==> src/hdl/dmxm_pkg.sv <==
// Shared constants, types and helper functions for the DMX universe pixel mapper.
package dmxm_pkg;

    // Protocol sizing.
    localparam int SLOTS_PER_UNIVERSE = 512;
    localparam int MAX_PIXELS         = 1024;

    // Field widths fixed by the interface.
    localparam int UNI_W      = 16;
    localparam int BYTE_W     = 8;
    localparam int PIX_W      = 10;
    localparam int LEN_W      = 11;
    localparam int MODE_W     = 2;
    localparam int CFG_IDX_W  = 2;
    localparam int CFG_DATA_W = 16;

    // Channel mode codes; the unused code behaves as RGBW.
    localparam logic [MODE_W-1:0] MODE_MONO = 2'd0;
    localparam logic [MODE_W-1:0] MODE_RGB  = 2'd1;
    localparam logic [MODE_W-1:0] MODE_RGBW = 2'd2;

    // Configuration register indexes.
    localparam logic [CFG_IDX_W-1:0] REG_FIRST_UNIVERSE = 2'd0;
    localparam logic [CFG_IDX_W-1:0] REG_CHANNEL_MODE   = 2'd1;
    localparam logic [CFG_IDX_W-1:0] REG_STRIP_LENGTH   = 2'd2;

    // Bytes per light.
    localparam int BPL_W = 3;
    localparam logic [BPL_W-1:0] BPL_MONO = 3'd1;
    localparam logic [BPL_W-1:0] BPL_RGB  = 3'd3;
    localparam logic [BPL_W-1:0] BPL_RGBW = 3'd4;

    // Lights per universe for each mode.
    localparam int LPU_MONO = SLOTS_PER_UNIVERSE / 1;
    localparam int LPU_RGB  = SLOTS_PER_UNIVERSE / 3;
    localparam int LPU_RGBW = SLOTS_PER_UNIVERSE / 4;
    localparam int LPU_W    = $clog2(SLOTS_PER_UNIVERSE + 1);

    // Largest effective strip length and the widest universe span it can need.
    localparam int LEN_LIMIT = (1 << LEN_W) - 1;
    localparam int LEN_MAX   = (MAX_PIXELS < LEN_LIMIT) ? MAX_PIXELS : LEN_LIMIT;
    localparam int SPAN_MAX  = (LEN_MAX + LPU_RGBW - 1) / LPU_RGBW;
    localparam int SPAN_W    = $clog2(SPAN_MAX + 1);
    localparam int PROD_W    = SPAN_W + LPU_W;
    localparam int IDX_W     = PIX_W + 1;
    localparam int CMP_W     = (PROD_W > IDX_W) ? PROD_W : IDX_W;

    // Light assembly.
    localparam int PHASE_W    = 2;
    localparam int HELD_DEPTH = 3;

    // Mean of three bytes as a multiply by a scaled reciprocal of three.
    localparam int SUM_W       = BYTE_W + 2;
    localparam int MEAN_RECIP  = 683;
    localparam int MEAN_SHIFT  = 11;
    localparam int RECIP_W     = 10;
    localparam int MEAN_PROD_W = SUM_W + RECIP_W;

    // Queue between the front and back parts.
    localparam int QUEUE_DEPTH = 4;
    localparam int QPTR_W      = $clog2(QUEUE_DEPTH);
    localparam int QCNT_W      = $clog2(QUEUE_DEPTH + 1);

    typedef struct packed {
        logic [UNI_W-1:0]  first_universe;
        logic [MODE_W-1:0] channel_mode;
        logic [LEN_W-1:0]  strip_length;
    } cfg_t;

    typedef struct packed {
        logic [PIX_W-1:0]  pixel_index;
        logic [BYTE_W-1:0] red;
        logic [BYTE_W-1:0] green;
        logic [BYTE_W-1:0] blue;
        logic [BYTE_W-1:0] white;
        logic              need_mean;
    } light_t;

    typedef struct packed {
        logic full;
        logic empty;
    } qstat_t;

    // Strip length limited to the largest supported strip.
    function automatic logic [LEN_W-1:0] eff_len(input logic [LEN_W-1:0] strip_length);
        logic [LEN_W-1:0] limit;
        limit = LEN_W'(LEN_MAX);
        if (strip_length > limit)
            return limit;
        return strip_length;
    endfunction

    function automatic logic [BPL_W-1:0] bytes_per_light(input logic [MODE_W-1:0] mode);
        logic [BPL_W-1:0] bpl;
        unique case (mode)
            MODE_MONO: bpl = BPL_MONO;
            MODE_RGB:  bpl = BPL_RGB;
            default:   bpl = BPL_RGBW;
        endcase
        return bpl;
    endfunction

    function automatic logic [LPU_W-1:0] mode_lights(input logic [MODE_W-1:0] mode);
        logic [LPU_W-1:0] lpu;
        unique case (mode)
            MODE_MONO: lpu = LPU_W'(LPU_MONO);
            MODE_RGB:  lpu = LPU_W'(LPU_RGB);
            default:   lpu = LPU_W'(LPU_RGBW);
        endcase
        return lpu;
    endfunction

endpackage

==> src/hdl/dmxm_front.sv <==
// Front part: tracks the packet, groups slot bytes into lights and issues pixel records.
module dmxm_front (
    input  logic                        clk,
    input  logic                        rst_n,
    input  dmxm_pkg::cfg_t              cfg,
    input  logic                        in_fire,
    input  logic [dmxm_pkg::UNI_W-1:0]  universe,
    input  logic [dmxm_pkg::BYTE_W-1:0] slot_value,
    input  logic                        first_slot,
    output logic                        rec_push,
    output dmxm_pkg::light_t            rec
);
    import dmxm_pkg::*;

    logic                packet_active_reg, packet_active_next;
    logic [PIX_W-1:0]    base_pixel_reg, base_pixel_next;
    logic [LPU_W-1:0]    light_reg, light_next;
    logic [PHASE_W-1:0]  phase_reg, phase_next;
    logic [BYTE_W-1:0]   held_reg [HELD_DEPTH];

    logic [BPL_W-1:0]    bpl;
    logic [LPU_W-1:0]    lpu;
    logic [LEN_W-1:0]    len;
    logic [UNI_W:0]      uni_diff;
    logic                uni_ge;
    logic                span_hi_zero;
    logic [SPAN_W-1:0]   span_d;
    logic [PROD_W-1:0]   span_prod;
    logic                in_span;
    logic                start;
    logic                active_c;
    logic [PIX_W-1:0]    base_c;
    logic [LPU_W-1:0]    light_c;
    logic [PHASE_W-1:0]  phase_c;
    logic [BPL_W-1:0]    phase_inc;
    logic                work;
    logic                complete;
    logic                store;
    logic [IDX_W-1:0]    idx;

    assign bpl = bytes_per_light(cfg.channel_mode);
    assign lpu = mode_lights(cfg.channel_mode);
    assign len = eff_len(cfg.strip_length);

    // Span check: the universe offset times lights per universe must stay below the length.
    assign uni_diff     = {1'b0, universe} - {1'b0, cfg.first_universe};
    assign uni_ge       = !uni_diff[UNI_W];
    assign span_hi_zero = (uni_diff[UNI_W-1:SPAN_W] == '0);
    assign span_d       = uni_diff[SPAN_W-1:0];
    assign span_prod    = PROD_W'(span_d) * PROD_W'(lpu);
    assign in_span      = uni_ge && span_hi_zero && (CMP_W'(span_prod) < CMP_W'(len));

    // Packet state as seen by this byte, after any restart on a first slot.
    assign start    = first_slot && in_span;
    assign active_c = first_slot ? in_span : packet_active_reg;
    assign base_c   = start ? span_prod[PIX_W-1:0] : base_pixel_reg;
    assign light_c  = start ? '0 : light_reg;
    assign phase_c  = start ? '0 : phase_reg;

    assign work      = active_c && (light_c < lpu);
    assign phase_inc = BPL_W'(phase_c) + BPL_W'(1);
    assign complete  = work && !(phase_inc < bpl);
    assign store     = work && !complete;
    assign idx       = IDX_W'(base_c) + IDX_W'(light_c);

    // Next packet state.
    always_comb
    begin
        packet_active_next = packet_active_reg;
        base_pixel_next    = base_pixel_reg;
        light_next         = light_reg;
        phase_next         = phase_reg;
        if (in_fire)
        begin
            packet_active_next = active_c;
            base_pixel_next    = base_c;
            light_next         = complete ? light_c + LPU_W'(1) : light_c;
            phase_next         = complete ? '0 : (store ? phase_inc[PHASE_W-1:0] : phase_c);
        end
    end

    always_ff @(posedge clk or negedge rst_n)
    begin
        if (!rst_n)
        begin
            packet_active_reg <= 1'b0;
            base_pixel_reg    <= '0;
            light_reg         <= '0;
            phase_reg         <= '0;
            for (int i = 0; i < HELD_DEPTH; i++)
            begin
                held_reg[i] <= '0;
            end
        end
        else
        begin
            packet_active_reg <= packet_active_next;
            base_pixel_reg    <= base_pixel_next;
            light_reg         <= light_next;
            phase_reg         <= phase_next;
            if (in_fire && store)
            begin
                case (phase_c)
                    2'd0:    held_reg[0] <= slot_value;
                    2'd1:    held_reg[1] <= slot_value;
                    2'd2:    held_reg[2] <= slot_value;
                    default: ;
                endcase
            end
        end
    end

    // A completed light inside the strip becomes a pixel record.
    assign rec_push = in_fire && complete && (idx < IDX_W'(len));

    always_comb
    begin
        rec.pixel_index = idx[PIX_W-1:0];
        unique case (cfg.channel_mode)
            MODE_MONO:
            begin
                rec.red       = slot_value;
                rec.green     = slot_value;
                rec.blue      = slot_value;
                rec.white     = slot_value;
                rec.need_mean = 1'b0;
            end
            MODE_RGB:
            begin
                rec.red       = held_reg[0];
                rec.green     = held_reg[1];
                rec.blue      = slot_value;
                rec.white     = slot_value;
                rec.need_mean = 1'b1;
            end
            default:
            begin
                rec.red       = held_reg[0];
                rec.green     = held_reg[1];
                rec.blue      = held_reg[2];
                rec.white     = slot_value;
                rec.need_mean = 1'b0;
            end
        endcase
    end

endmodule

==> src/hdl/dmxm_queue.sv <==
// Short queue of pixel records between the front and back parts.
module dmxm_queue (
    input  logic               clk,
    input  logic               rst_n,
    input  logic               wr_push,
    input  dmxm_pkg::light_t   wr_rec,
    input  logic               rd_pop,
    output dmxm_pkg::light_t   rd_rec,
    output dmxm_pkg::qstat_t   stat
);
    import dmxm_pkg::*;

    light_t             entry_reg [QUEUE_DEPTH];
    logic [QPTR_W-1:0]  head_reg, head_next;
    logic [QPTR_W-1:0]  tail_reg, tail_next;
    logic [QCNT_W-1:0]  count_reg, count_next;

    // Pointer and fill count update.
    always_comb
    begin
        head_next  = rd_pop ? head_reg + QPTR_W'(1) : head_reg;
        tail_next  = wr_push ? tail_reg + QPTR_W'(1) : tail_reg;
        count_next = count_reg;
        if (wr_push && !rd_pop)
            count_next = count_reg + QCNT_W'(1);
        else if (!wr_push && rd_pop)
            count_next = count_reg - QCNT_W'(1);
    end

    always_ff @(posedge clk or negedge rst_n)
    begin
        if (!rst_n)
        begin
            head_reg  <= '0;
            tail_reg  <= '0;
            count_reg <= '0;
        end
        else
        begin
            head_reg  <= head_next;
            tail_reg  <= tail_next;
            count_reg <= count_next;
        end
    end

    // Entry storage.
    always_ff @(posedge clk)
    begin
        if (wr_push)
            entry_reg[tail_reg] <= wr_rec;
    end

    assign rd_rec     = entry_reg[head_reg];
    assign stat.full  = (count_reg == QCNT_W'(QUEUE_DEPTH));
    assign stat.empty = (count_reg == '0);

endmodule

==> src/hdl/dmxm_back.sv <==
// Back part: finishes each pixel (RGB white mean) into the result register.
module dmxm_back (
    input  logic                        clk,
    input  logic                        rst_n,
    input  dmxm_pkg::qstat_t            q_stat,
    input  dmxm_pkg::light_t            q_head,
    output logic                        q_pop,
    input  logic                        pop,
    output logic                        empty,
    output logic [dmxm_pkg::PIX_W-1:0]  pixel_index,
    output logic [dmxm_pkg::BYTE_W-1:0] red,
    output logic [dmxm_pkg::BYTE_W-1:0] green,
    output logic [dmxm_pkg::BYTE_W-1:0] blue,
    output logic [dmxm_pkg::BYTE_W-1:0] white
);
    import dmxm_pkg::*;

    logic                    out_valid_reg, out_valid_next;
    logic [PIX_W-1:0]        pixel_index_reg;
    logic [BYTE_W-1:0]       red_reg, green_reg, blue_reg, white_reg;
    logic [SUM_W-1:0]        rgb_sum;
    logic [MEAN_PROD_W-1:0]  mean_prod;
    logic [BYTE_W-1:0]       white_c;

    // Take a record when the result register is free or being emptied.
    assign q_pop = !q_stat.empty && (!out_valid_reg || pop);

    // Integer mean of three bytes by reciprocal multiply.
    assign rgb_sum   = SUM_W'(q_head.red) + SUM_W'(q_head.green) + SUM_W'(q_head.blue);
    assign mean_prod = MEAN_PROD_W'(rgb_sum) * MEAN_PROD_W'(MEAN_RECIP);
    assign white_c   = q_head.need_mean ? mean_prod[MEAN_SHIFT +: BYTE_W] : q_head.white;

    always_comb
    begin
        out_valid_next = out_valid_reg;
        if (q_pop)
            out_valid_next = 1'b1;
        else if (pop)
            out_valid_next = 1'b0;
    end

    always_ff @(posedge clk or negedge rst_n)
    begin
        if (!rst_n)
            out_valid_reg <= 1'b0;
        else
            out_valid_reg <= out_valid_next;
    end

    // Result payload.
    always_ff @(posedge clk)
    begin
        if (q_pop)
        begin
            pixel_index_reg <= q_head.pixel_index;
            red_reg         <= q_head.red;
            green_reg       <= q_head.green;
            blue_reg        <= q_head.blue;
            white_reg       <= white_c;
        end
    end

    assign empty       = !out_valid_reg;
    assign pixel_index = pixel_index_reg;
    assign red         = red_reg;
    assign green       = green_reg;
    assign blue        = blue_reg;
    assign white       = white_reg;

endmodule

==> src/hdl/dmx_universe_pixel_mapper_core.sv <==
// Top level of the DMX universe pixel mapper: configuration registers and the three parts.
//
// The mapper takes one DMX slot byte per clock cycle while full is low, and writes at
// most one pixel per byte. The front part settles the packet and light state in the cycle
// the byte is taken, so a new byte may follow every cycle; a completed pixel reaches the
// result ports through the four-entry record queue and then the result register of the
// back part, which forms the RGB white mean with a reciprocal multiply. full rises
// only when four finished pixels wait in the queue behind an untaken result, and pop
// and push may move data in the same cycle. There is no clearing pass after reset.
module dmx_universe_pixel_mapper_core (
    input  logic                            clk,
    input  logic                            rst_n,
    input  logic                            cfg_write,
    input  logic [dmxm_pkg::CFG_IDX_W-1:0]  cfg_index,
    input  logic [dmxm_pkg::CFG_DATA_W-1:0] cfg_data,
    input  logic                            push,
    output logic                            full,
    input  logic [dmxm_pkg::UNI_W-1:0]      universe,
    input  logic [dmxm_pkg::BYTE_W-1:0]     slot_value,
    input  logic                            first_slot,
    output logic                            empty,
    input  logic                            pop,
    output logic [dmxm_pkg::PIX_W-1:0]      pixel_index,
    output logic [dmxm_pkg::BYTE_W-1:0]     red,
    output logic [dmxm_pkg::BYTE_W-1:0]     green,
    output logic [dmxm_pkg::BYTE_W-1:0]     blue,
    output logic [dmxm_pkg::BYTE_W-1:0]     white
);
    import dmxm_pkg::*;

    cfg_t    cfg_reg;
    logic    in_fire;
    logic    q_push;
    light_t  q_rec;
    light_t  q_head;
    logic    q_pop;
    qstat_t  q_stat;

    // Configuration registers.
    always_ff @(posedge clk or negedge rst_n)
    begin
        if (!rst_n)
        begin
            cfg_reg.first_universe <= UNI_W'(1);
            cfg_reg.channel_mode   <= MODE_RGB;
            cfg_reg.strip_length   <= '0;
        end
        else if (cfg_write)
        begin
            unique case (cfg_index)
                REG_FIRST_UNIVERSE: cfg_reg.first_universe <= cfg_data[UNI_W-1:0];
                REG_CHANNEL_MODE:   cfg_reg.channel_mode   <= cfg_data[MODE_W-1:0];
                REG_STRIP_LENGTH:   cfg_reg.strip_length   <= cfg_data[LEN_W-1:0];
                default: ;
            endcase
        end
    end

    // Input transfer.
    assign full    = q_stat.full;
    assign in_fire = push && !full;

    dmxm_front u_front (
        .clk        (clk),
        .rst_n      (rst_n),
        .cfg        (cfg_reg),
        .in_fire    (in_fire),
        .universe   (universe),
        .slot_value (slot_value),
        .first_slot (first_slot),
        .rec_push   (q_push),
        .rec        (q_rec)
    );

    dmxm_queue u_queue (
        .clk     (clk),
        .rst_n   (rst_n),
        .wr_push (q_push),
        .wr_rec  (q_rec),
        .rd_pop  (q_pop),
        .rd_rec  (q_head),
        .stat    (q_stat)
    );

    dmxm_back u_back (
        .clk         (clk),
        .rst_n       (rst_n),
        .q_stat      (q_stat),
        .q_head      (q_head),
        .q_pop       (q_pop),
        .pop         (pop),
        .empty       (empty),
        .pixel_index (pixel_index),
        .red         (red),
        .green       (green),
        .blue        (blue),
        .white       (white)
    );

    // A pixel record enters the queue only on an input transfer.
    a_push_on_transfer: assert property (@(posedge clk) disable iff (!rst_n)
        q_push |-> in_fire)
        else $error("pixel record issued without an input transfer");

    // The queue is never written while it is full.
    a_no_overflow: assert property (@(posedge clk) disable iff (!rst_n)
        q_push |-> !q_stat.full)
        else $error("pixel queue written while full");

    // A waiting record refills the result register right after it is taken.
    a_refill: assert property (@(posedge clk) disable iff (!rst_n)
        (!q_stat.empty && (empty || pop)) |=> !empty)
        else $error("result register not refilled from the queue");

endmodule
==> config.mk <==
export PLATFORM = sky130hd
export DESIGN_NAME = dmx_universe_pixel_mapper_core
export DESIGN_NICKNAME = d
export VERILOG_FILES = /design/src/hdl/dmxm_pkg.sv /design/src/hdl/dmxm_front.sv /design/src/hdl/dmxm_queue.sv /design/src/hdl/dmxm_back.sv /design/src/hdl/dmx_universe_pixel_mapper_core.sv
export SDC_FILE = /design/constraint.sdc
export NUM_CORES = 1
export LEC_CHECK = 0
export BUFFER_PORTS_ARGS = -buffer_cell sky130_fd_sc_hd__buf_2
export CAP_MARGIN = 10
export CELL_PAD_IN_SITES_DETAIL_PLACEMENT = 1
export CELL_PAD_IN_SITES_GLOBAL_PLACEMENT = 1
export CORE_MARGIN = 1.5
export CORE_UTILIZATION = 47
export DETAILED_ROUTE_END_ITERATION = 16
export PLACE_DENSITY_LB_ADDON = 0.1
export SLEW_MARGIN = 30
export SYNTH_ARGS = -nofsm -noshare
export SYNTH_HDL_FRONTEND = slang
export SYNTH_HIERARCHICAL = 1
export SYNTH_SLANG_ARGS = --single-unit
==> constraint.sdc <==
create_clock -name clk -period 10.3 [get_ports clk]
set_input_delay 0.515 -clock clk [delete_from_list [all_inputs] [get_ports clk]]
set_output_delay 0.515 -clock clk [all_outputs]
set_load 0.005 [all_outputs]
==> results of run 1 <==
worst register-to-register path: cells and delay by family, from the launching register on:
kind / cells / cell delay (ns)
AO/OA/AOI/OAI: 15 / 2.85
flip-flops: 1 / 0.53
buffers and inverters: 3 / 0.54
adder cells (fa/ha/maj): 9 / 2.74
XOR/XNOR: 5 / 0.94
AND/OR/NAND/NOR: 12 / 1.75
metrics by stage:
stage	cells	hold WS (ns)	cell area [µm²]	utilization [%]
final	1816	0.191	18900	54.3
after global routing	1816	0.203	18900	54.3
after CTS	1816	0.179	18900	54.2
after detailed placement	1753	0.472	17600	50.6
after global placement	1753	0.465	17600	50.6
after floorplan	1232	0.219	16700	-
worst max path at each step:
stage | start | endpoint | slack [ns] | depth (start not counted)
after floorplan | universe[1] | u_queue/entry_reg[0][0]$_DFFE_PP_ | 0.63 | 38
after global placement | universe[1] | u_queue/count_reg[2]$_DFFE_PN0P_ | 0.72 | 45
after detailed placement | universe[1] | u_queue/count_reg[2]$_DFFE_PN0P_ | 0.46 | 45
after CTS | cfg_reg[13]$_DFFE_PN1P_ | u_queue/count_reg[2]$_DFFE_PN0P_ | 0.57 | 44
after global routing | cfg_reg[14]$_DFFE_PN0P_ | u_queue/count_reg[2]$_DFFE_PN0P_ | 0.008 | 45
final | cfg_reg[13]$_DFFE_PN1P_ | u_queue/count_reg[2]$_DFFE_PN0P_ | 0.89 | 44
cell families (layout without fill, tap and decap cells):
logic type | count (synthesis) | in the layout | synth area share (%)
flops | 298 | 298 | 51.0
mux | 132 | 132 | 12.4
xor+xnor | 58 | 58 | 3.04
buf+inv | 140 | 269 | 4.11
simple gates | 257 | 257 | 7.69
compound gates | 176 | 176 | 7.75
fa+ha+maj | 171 | 171 | 14.0
routing by layer:
metal / share of wire [%] / track usage, % / up-vias
met4: 2.4 / 6.91 / 0
met2: 51 / 38.9 / 173
met3: 3.4 / 2.94 / 61
met1: 43 / 27.7 / 5126
met5: 0 / 0 / -
li1: - / - / 4770
final cells by class:
class | instances | area (µm²)
Tap cell | 455 | 569
Clock inverter | 14 | 245
Fill cell | 3465 | 15900
Sequential cell | 298 | 8530
Timing Repair Buffer | 109 | 649
Multi-Input combinational cell | 794 | 7540
Clock buffer | 48 | 997
Inverter | 98 | 368
cells in the mapped netlist, types with 4 or more instances:
library cell,count,area share [%]
ha_1,145,11
o21bai_1,10,0.45
mux2_2,57,3.8
xor2_1,23,1.2
mux4_2,38,5.1
nand3_1,13,0.39
buf_6,5,0.34
clkbuf_1,10,0.22
buf_4,9,0.40
o21ai_0,19,0.57
xnor2_1,35,1.8
nor2_1,43,0.97
nor3_1,18,0.54
a31oi_1,5,0.19
a221o_1,4,0.24
a21oi_1,48,1.4
nand2b_1,11,0.41
a21o_1,19,0.85
nor2b_1,16,0.60
buf_2,11,0.33
fa_1,26,3.1
nand2_1,96,2.2
a211oi_1,4,0.18
dfrtp_1,82,12
mux2_4,24,2.2
o211ai_1,10,0.45
and3_1,6,0.22
and2_1,9,0.34
mux4_1,5,0.79
buf_12,4,0.48
nand4b_1,4,0.21
nand3b_1,5,0.22
edfxtp_1,214,38
inv_1,97,2.2
or3_1,7,0.26
nand4_1,5,0.19
a211o_1,6,0.31
o21a_1,7,0.31
nor4_1,8,0.30
mux2_1,5,0.34
timing repair:
item,4_1_cts,5_1_grt
setup endpoints to repair,0,79
hold buffers,1,0
hold endpoints to repair,1,0
resized for setup,0,4
==> summary.md, run 1 <==
| Metric | Value |
|---|---|
| Most used cell, CP | `ha_1` |
| Top FF cell, synth | `edfxtp_1` |
| TritonCTS Sinks | `298` |
| CORE AREA | `34800 µm²` |
| Worst-case clock buffer depth | `3` |
| Outcome | `complete, no violations` |
| # H-tree levels | `2` |
| Mapped Cells | `1232` |
| Max Fclk | `0.106 GHz` |
| Root buffer cell | `clkbuf_16` |
| CTS tree | `built` |
| Area Overhead vs Synth | `13.1%` |
| Reg clk slew, reported paths | `0.07 ns` |
| Drc violations | `0` |
| RR Startpoint | `cfg_reg[13]$_DFFE_PN1P_` |
| Crit Path Max Fanout | `31` |
| Tightest Hold Check Type | `input pin to flip-flop` |
| Worst slack, placed | `0.455 ns` |
| Max-capacitance violation count | `0` |
| Synth unique cells | `82` |
| Worst Path Required | `10.75 ns` |
| Setup Fix Bufs, Post-CTS | `0` |
| Slowest CP cell | `dfstp_2` |
| # nets final | `1554` |
| YS warnings | `6` |
| Avg Cell Area, Syn | `13.6 µm²` |
| Setup Viol. Count Final | `0` |
| Io pins | `92` |
| First-pass GRT wire length | `61200 µm` |
| Cts bufs inserted | `34` |
| Post-synth net total | `1451` |
| Drt first pass iters | `4` |
| Slew @ Worst Pin | `0.891 ns` |
| Vias per cell | `5.58` |
| CP Capture Type | `flip-flop` |
| Initial antenna violation count | `1` |
| Port bufs | `91` |
| Final slew viol count | `0` |
| Vias in the first global route | `11100` |
| Num rows | `68` |
| Mapped Area | `16700 µm²` |
| Hold Vio Cnt, Final | `0` |
| Most frequent cells in the layout | `edfxtp_1 (214), ha_1 (145), inv_1 (97), nand2_1 (96), buf_2 (90)` |
| Setup TNS | `0 ns` |
| Final Wtd Congestion | `0.848` |
| Unrepaired setup endpoints after global routing | `false` |
| Slew headroom | `40.5%` |
| Final HPWL from detailed placement | `28100 µm` |
| Hold depth | `2` |
| Die width | `192 µm` |
| WS Path Type | `flip-flop to flip-flop` |
| Bufs and invs on worst path | `3` |
| Chip height | `192 µm` |
| Setup slack after layout | `0.889 ns` |
| Seq cells post-synth | `298` |
| Worst hold path endpoint | `u_back/out_valid_reg$_DFFE_PN0P_` |
| CP max stage delay | `0.53 ns` |
| Post-route ant nets | `0` |
| 1st-iter DRT viols | `469` |
| Drt wl/cell | `21.1 µm` |
| Post-synth EDFFs | `214` |
| GRT overflow | `0` |
| WL final | `38300 µm` |
| Cells on worst reg2reg path | `44` |
| Clock Skew | `0.0132 ns` |
| Total global-route track usage | `21.9%` |
| Hold Startpoint | `pop` |
| CP top delay family | `compound AO/OA/AOI/OAI gates` |
| DIE AREA | `36700 µm²` |
| Startpoint types | `flip-flop` |
| Clk_lat worst skew | `0.53 ns` |
| Async set-or-reset flop fraction in the synthesized netlist | `28.2%` |
| Starting density of the core | `48.0%` |
| Seq/Total Area, Yosys | `51.0%` |
| Worst R2R End | `u_queue/count_reg[2]$_DFFE_PN0P_` |
| R2R Setup Slk | `0.89 ns` |
| Layout cells sized above 1 | `23.3%` |
| Antenna Cells | `0` |
| Largest net degree at the start of global routing | `46` |
| Via count | `10100` |
| Fin crit period | `9.41 ns` |
| Final period util | `91.4%` |
| Commonest non-fill, non-tap cell in the layout | `edfxtp_1` |
| Crit path DAT | `9.86 ns` |
| Max reg flops | `172` |
Power of run 1 is left out: the tool's default activity adds up to more than one toggle a clock period on the data nets, which glitch-free logic cannot reach.
==> run 2: changes to the inputs <==
--- a/config.mk
+++ b/config.mk
@@ -10,11 +10,10 @@
 export CELL_PAD_IN_SITES_DETAIL_PLACEMENT = 1
 export CELL_PAD_IN_SITES_GLOBAL_PLACEMENT = 1
 export CORE_MARGIN = 1.5
-export CORE_UTILIZATION = 47
+export CORE_UTILIZATION = 46
 export DETAILED_ROUTE_END_ITERATION = 16
 export PLACE_DENSITY_LB_ADDON = 0.1
-export SLEW_MARGIN = 30
+export SLEW_MARGIN = 0
 export SYNTH_ARGS = -nofsm -noshare
 export SYNTH_HDL_FRONTEND = slang
-export SYNTH_HIERARCHICAL = 1
 export SYNTH_SLANG_ARGS = --single-unit
==> constraint.sdc (replaced) <==
create_clock -name clk -period 10.3 [get_ports clk]
set_input_delay 2.06 -clock clk [delete_from_list [all_inputs] [get_ports clk]]
set_output_delay 2.06 -clock clk [all_outputs]
set_load 0.005 [all_outputs]
==> run 2 against run 1 <==
Final cell count increased by 3.1%. Via count about the same. Worst hold slack improved by 0.30 ns. Critical path depth increased by 5. Die area decreased by 1.1%. Setup slack got worse by 0.48 ns. Flip-flop and latch count unchanged. Synthesized area decreased by 3.2%. Wire length increased by 0.49%. Largest cell class unchanged.
==> summary.md, run 2 <==
| Metric | Value |
|---|---|
| DIE AREA | `36300 µm²` |
| First-pass GRT wire length | `61700 µm` |
| Reg clk slew, reported paths | `0.06 ns` |
| GRT overflow | `0` |
| Final period util | `96.0%` |
| Max Fclk | `0.101 GHz` |
| Mapped Cells | `1220` |
| Largest net degree at the start of global routing | `51` |
| Mapped Area | `16200 µm²` |
| Num rows | `68` |
| Slew @ Worst Pin | `0.894 ns` |
| Root buffer cell | `clkbuf_16` |
| Most common cell in the netlist | `edfxtp_1` |
| Worst Path Required | `10.74 ns` |
| # H-tree levels | `2` |
| Worst-case clock buffer depth | `3` |
| Finished Layout Cells | `1872` |
| Vias per cell | `5.41` |
| Max reg flops | `172` |
| Hold depth | `2` |
| Area Overhead vs Synth | `18.3%` |
| Crit path DAT | `10.33 ns` |
| Worst R2R End | `u_queue.count_reg[2]$_DFFE_PN0P_` |
| Io pins | `92` |
| Clock Skew | `0.0218 ns` |
| Final HPWL from detailed placement | `28700 µm` |
| Slew headroom | `40.2%` |
| CP top delay family | `adder cells` |
| CORE AREA | `34600 µm²` |
| YS warnings | `0` |
| TritonCTS Sinks | `298` |
| Outcome | `complete, no violations` |
| Top FF cell, synth | `edfxtp_1` |
| Seq/Total Area, Yosys | `52.7%` |
| WL final | `38500 µm` |
| Bufs and invs on worst path | `7` |
| Drt wl/cell | `20.6 µm` |
| Avg Cell Area, Syn | `13.3 µm²` |
| 1st-iter DRT viols | `462` |
| Cts bufs inserted | `35` |
| CP Capture Type | `flip-flop` |
| Post-synth net total | `1440` |
| Clk_lat worst skew | `0.53 ns` |
| Drt first pass iters | `4` |
| Via count | `10100` |
| Hold Startpoint | `u_front.packet_active_reg$_DFFE_PN0P_` |
| Synth area leader | `edfxtp_1` |
| Hold Vio Cnt, Final | `0` |
| Setup Viol. Count Final | `0` |
| Synth unique cells | `71` |
| Post-route ant nets | `0` |
| CP max stage delay | `0.40 ns` |
| WS Path Type | `input pin to flip-flop` |
| Async set-or-reset flop fraction in the synthesized netlist | `28.2%` |
| RR Startpoint | `cfg_reg[12]$_DFFE_PN0P_` |
| Post-synth EDFFs | `214` |
| Cells on worst reg2reg path | `46` |
| Port bufs | `91` |
| Synth area leaders | `edfxtp_1 (40%), dfrtp_1 (13%), ha_1 (11%)` |
| Top cell type's share of synthesized area | `39.7%` |
| # nets final | `1611` |
| Fin crit period | `9.89 ns` |
| Final slew viol count | `0` |
| Die width | `191 µm` |
| Crit Path Max Fanout | `3` |
| Starting density of the core | `46.7%` |
| Max-capacitance violation count | `0` |
| Layout cells sized above 1 | `28.4%` |
| Post-Place Cells | `1802` |
| Antenna Cells | `0` |
| R2R Setup Slk | `1.44 ns` |
| Chip height | `191 µm` |
| Most frequent cells in the layout | `edfxtp_1 (214), ha_1 (133), nand2_1 (108), buf_2 (89), inv_1 (82)` |
| Vias in the first global route | `11100` |
| Startpoint types | `input pin` |
| Total global-route track usage | `22.2%` |
| Initial antenna violation count | `0` |
| CTS tree | `built` |
| Tightest Hold Check Type | `flip-flop to flip-flop` |
| Slowest CP cell | `or3b_4` |
| Drc violations | `0` |
| Seq cells post-synth | `298` |
| Top cells by count, synth | `edfxtp_1 (214), ha_1 (143), nand2_1 (110)` |
| Commonest non-fill, non-tap cell in the layout | `edfxtp_1` |
| Worst hold path endpoint | `u_front.packet_active_reg$_DFFE_PN0P_` |
| Final Wtd Congestion | `0.879` |
## run 2: cell count changes after synthesis, moves of 10 or more
cell / delta
nand2_1: +14
clkbuf_1: +18
mux2_4: -23
inv_1: -10
o21ai_0: +29
## run 2: cells by family (layout without fill, tap and decap cells)
family	after synthesis	count (layout)	synth area share (%)
AO/OA/AOI/OAI	182	182	7.39
XOR/XNOR	60	60	3.25
adder cells (fa/ha/maj)	176	176	14.9
buffers and inverters	126	323	3.03
flip-flops	298	298	52.7
multiplexers	112	112	10.8
AND/OR/NAND/NOR	266	266	7.97
## run 2: worst max-delay path by stage
stage / cells after the start / start / endpoint
global route: 49 / universe[1] / u_queue.count_reg[2]$_DFFE_PN0P_
finish: 49 / universe[1] / u_queue.count_reg[2]$_DFFE_PN0P_
detailed placement: 46 / universe[1] / u_queue.count_reg[2]$_DFFE_PN0P_
CTS: 46 / universe[1] / u_queue.count_reg[2]$_DFFE_PN0P_
floorplan: 44 / universe[0] / u_queue.count_reg[2]$_DFFE_PN0P_
global placement: 47 / universe[1] / u_queue.count_reg[2]$_DFFE_PN0P_
## run 2: layout make-up
type	count	area, µm²
inverters	88	340
fillers	3488	15500
flip-flops and latches	298	8530
clock inverters	22	201
multi-input cells	796	7460
clock buffers	41	908
repair buffers	172	1130
well taps	455	569
## run 2: what timing repair did
item	in CTS	in global routing
buffers inserted	0	7
hold buffers	0	0
gates cloned	0	0
pin swaps	0	34
endpoints found under the setup margin	27	175
resized for setup	4	25
## run 2: through the flow
stage / hold WS [ns] / utilization (%) / area (µm²) / TNS (ns) / worst slack, ns
after CTS: 0.485 / 54.8 / 19000 / 0 / 0.0180
after global routing: 0.512 / 55.3 / 19100 / -0.0308 / -0.0308
after global placement: 0.462 / 51.5 / 17800 / -25.67 / -0.311
after detailed placement: 0.472 / 51.5 / 17800 / -81.39 / -0.633
final: 0.487 / 55.3 / 19100 / 0 / 0.410
after floorplan: 0.444 / - / 16400 / -45.81 / -0.300
## run 2: worst min-delay path: stages, from the launching register on
cell and delay (ns):
dfrtp_1 0.35, nand2_1 0.06, nand2_1 0.05
## run 2: layer usage
| metal | share of wire (%) | wire [µm] | vias up | track usage (%) |
|---|---|---|---|---|
| li1 | - | - | 4833 | - |
| met1 | 42 | 16100 | 5146 | 26.9 |
| met2 | 54 | 20700 | 115 | 41.7 |
| met3 | 2.5 | 961 | 42 | 2.72 |
| met4 | 1.8 | 691 | 0 | 5.48 |
| met5 | 0 | 0 | - | 0 |
Power of run 2 is left out for the same reason.
==> run 3: changes to the inputs <==
--- a/config.mk
+++ b/config.mk
@@ -9,7 +9,7 @@
 export CAP_MARGIN = 10
 export CELL_PAD_IN_SITES_DETAIL_PLACEMENT = 1
 export CELL_PAD_IN_SITES_GLOBAL_PLACEMENT = 1
-export CORE_MARGIN = 1.5
+export CORE_MARGIN = 2
 export CORE_UTILIZATION = 46
 export DETAILED_ROUTE_END_ITERATION = 16
 export PLACE_DENSITY_LB_ADDON = 0.1
==> run 3 against run 2 <==
Clock-buffer cell count is 10 higher. Setup slack better by 0.054 ns. First-iteration DRC count is 8.2% lower. Die area is 1.1% higher. Flip-flop and latch count stayed put. Critical path depth is 2 lower. Wire length is 1.3% higher. Via count is 0.28% higher. Fmax is 0.55% higher.
==> summary.md, run 3 (synthesized netlist as in run 2, its figures left out) <==
| Metric | Value |
|---|---|
| Slew headroom | `40.7%` |
| Total global-route track usage | `22.4%` |
| DIE AREA | `36700 µm²` |
| Post-route ant nets | `0` |
| Chip height | `192 µm` |
| First-pass GRT wire length | `62900 µm` |
| Max reg flops | `172` |
| Met2 usage | `40.9%` |
| Io pins | `92` |
| GRT overflow | `0` |
| WS Path Type | `input pin to flip-flop` |
| Port bufs | `91` |
| Num rows | `68` |
| Tightest Hold Check Type | `flip-flop to flip-flop` |
| # nets final | `1613` |
| Worst-case clock buffer depth | `3` |
| CP max stage delay | `0.39 ns` |
| Antenna Cells | `0` |
| CORE AREA | `34600 µm²` |
| Final HPWL from detailed placement | `29000 µm` |
| Layout cells sized above 1 | `28.7%` |
| Placed instance area | `17900 µm²` |
| Most frequent cells in the layout | `edfxtp_1 (214), ha_1 (133), nand2_1 (108), buf_2 (89), inv_1 (81)` |
| Top Usage Layer GRT | `met2` |
| Clk_lat worst skew | `0.53 ns` |
| Largest net degree at the start of global routing | `50` |
| Fin crit period | `9.84 ns` |
| Starting density of the core | `46.7%` |
| Initial antenna violation count | `0` |
| Most used cell, CP | `ha_4` |
| Finished Layout Cells | `1873` |
| Hold Vio Cnt, Final | `0` |
| Register Area | `8530 µm²` |
| Drc violations | `0` |
| Startpoint types | `input pin` |
| 1st-iter DRT viols | `424` |
| # fillers | `3490` |
| Slew @ Worst Pin | `0.883 ns` |
| Hold bufs inserted after CTS | `0` |
| Drt wl/cell | `20.8 µm` |
| Max Fclk | `0.102 GHz` |
| Die width | `192 µm` |
| Slowest CP cell | `or3b_4` |
| Outcome | `complete, no violations` |
| Via count | `10200` |
| Crit path DAT | `10.28 ns` |
| TritonCTS Sinks | `298` |
| Crit Path Max Fanout | `3` |
| Setup Viol. Count Final | `0` |
| Cts bufs inserted | `34` |
| Vias in the first global route | `11300` |
| Drt first pass iters | `4` |
| Commonest non-fill, non-tap cell in the layout | `edfxtp_1` |
| CP Capture Type | `flip-flop` |
| CTS tree | `built` |
| Post-Place Cells | `1808` |
| Area occupied by multi-input gates | `7460 µm²` |
| Clock Skew | `0.0177 ns` |
| # H-tree levels | `2` |
| Root buffer cell | `clkbuf_16` |
| Met3 GRT Util | `2.70%` |
| Met1 Use GR | `27.5%` |
| Final slew viol count | `0` |
| Final period util | `95.5%` |
| Worst Path Required | `10.75 ns` |
| Post-route cell area | `19200 µm²` |
| Reg clk slew, reported paths | `0.06 ns` |
| Max-capacitance violation count | `0` |
| Area Overhead vs Synth | `18.7%` |
| WL final | `39000 µm` |
| Vias per cell | `5.43` |
| Final Wtd Congestion | `0.878` |
==> run 3: cell types whose count changed in the layout (fill, tap and decap cells not counted), sizes merged <==
cell and delta:
clkbuf +10, inv -1, clkinvlp -1, buf +3
clkinv -10
==> run 3: final timing paths <==
check                      depth (start not counted)                                   from  slack, ns                                    end
max                                               47                            universe[1]       0.46       u_queue.count_reg[2]$_DFFE_PN0P_
min                                                2  u_front.base_pixel_reg[9]$_DFFE_PN0P_       0.49  u_front.base_pixel_reg[9]$_DFFE_PN0P_
max reg2reg                                       31        u_queue.head_reg[0]$_DFFE_PN0P_       1.40              u_back.white[7]$_DFFE_PP_
min reg2reg                                        2  u_front.base_pixel_reg[9]$_DFFE_PN0P_       0.49  u_front.base_pixel_reg[9]$_DFFE_PN0P_
max in group asynchronous                          2                                  rst_n       7.71        u_queue.head_reg[0]$_DFFE_PN0P_
min in group asynchronous                          1                                  rst_n       1.50                cfg_reg[25]$_DFFE_PN0P_
==> run 3: layout make-up <==
| type | count | area share [%] |
|---|---|---|
| sequential | 298 | 44.4 |
| multi-input combinational | 796 | 38.8 |
| timing repair buffer | 175 | 6.22 |
| clock buffer | 51 | 5.03 |
| tap | 455 | 2.96 |
| inverter | 88 | 1.77 |
| clock inverter | 10 | 0.788 |
==> run 3: per-layer routing <==
metal / vias up / wire [µm]
met1: 5126 / 16300
met4: 0 / 1120
met5: - / 0
li1: 4840 / -
met3: 65 / 1010
met2: 133 / 20600
==> run 3: through the flow <==
| step | setup slack (ns) | setup TNS (ns) | utilization [%] | hold WS (ns) |
|---|---|---|---|---|
| after CTS | 0.0254 | 0 | 55.0 | 0.488 |
| after floorplan | -0.300 | -45.81 | - | 0.444 |
| final | 0.464 | 0 | 55.5 | 0.485 |
| after global placement | -0.282 | -17.87 | 51.8 | 0.462 |
| after global routing | -0.0300 | -0.0300 | 55.5 | 0.517 |
| after detailed placement | -0.496 | -55.35 | 51.8 | 0.474 |
==> run 3: timing repair <==
item | in CTS | in global routing
resized for setup | 1 | 30
setup endpoints to repair | 1 | 177
setup buffers | 0 | 5
pin swaps | 0 | 35
==> run 3: worst max-delay path: cells and delay by family <==
family	cells	cell delay, ns
xor+xnor	5	0.79
fa+ha+maj	11	2.94
compound gates	12	1.79
buf+inv	6	0.63
simple gates	12	1.81
mux	1	0.28
Power of run 3 is left out for the same reason.
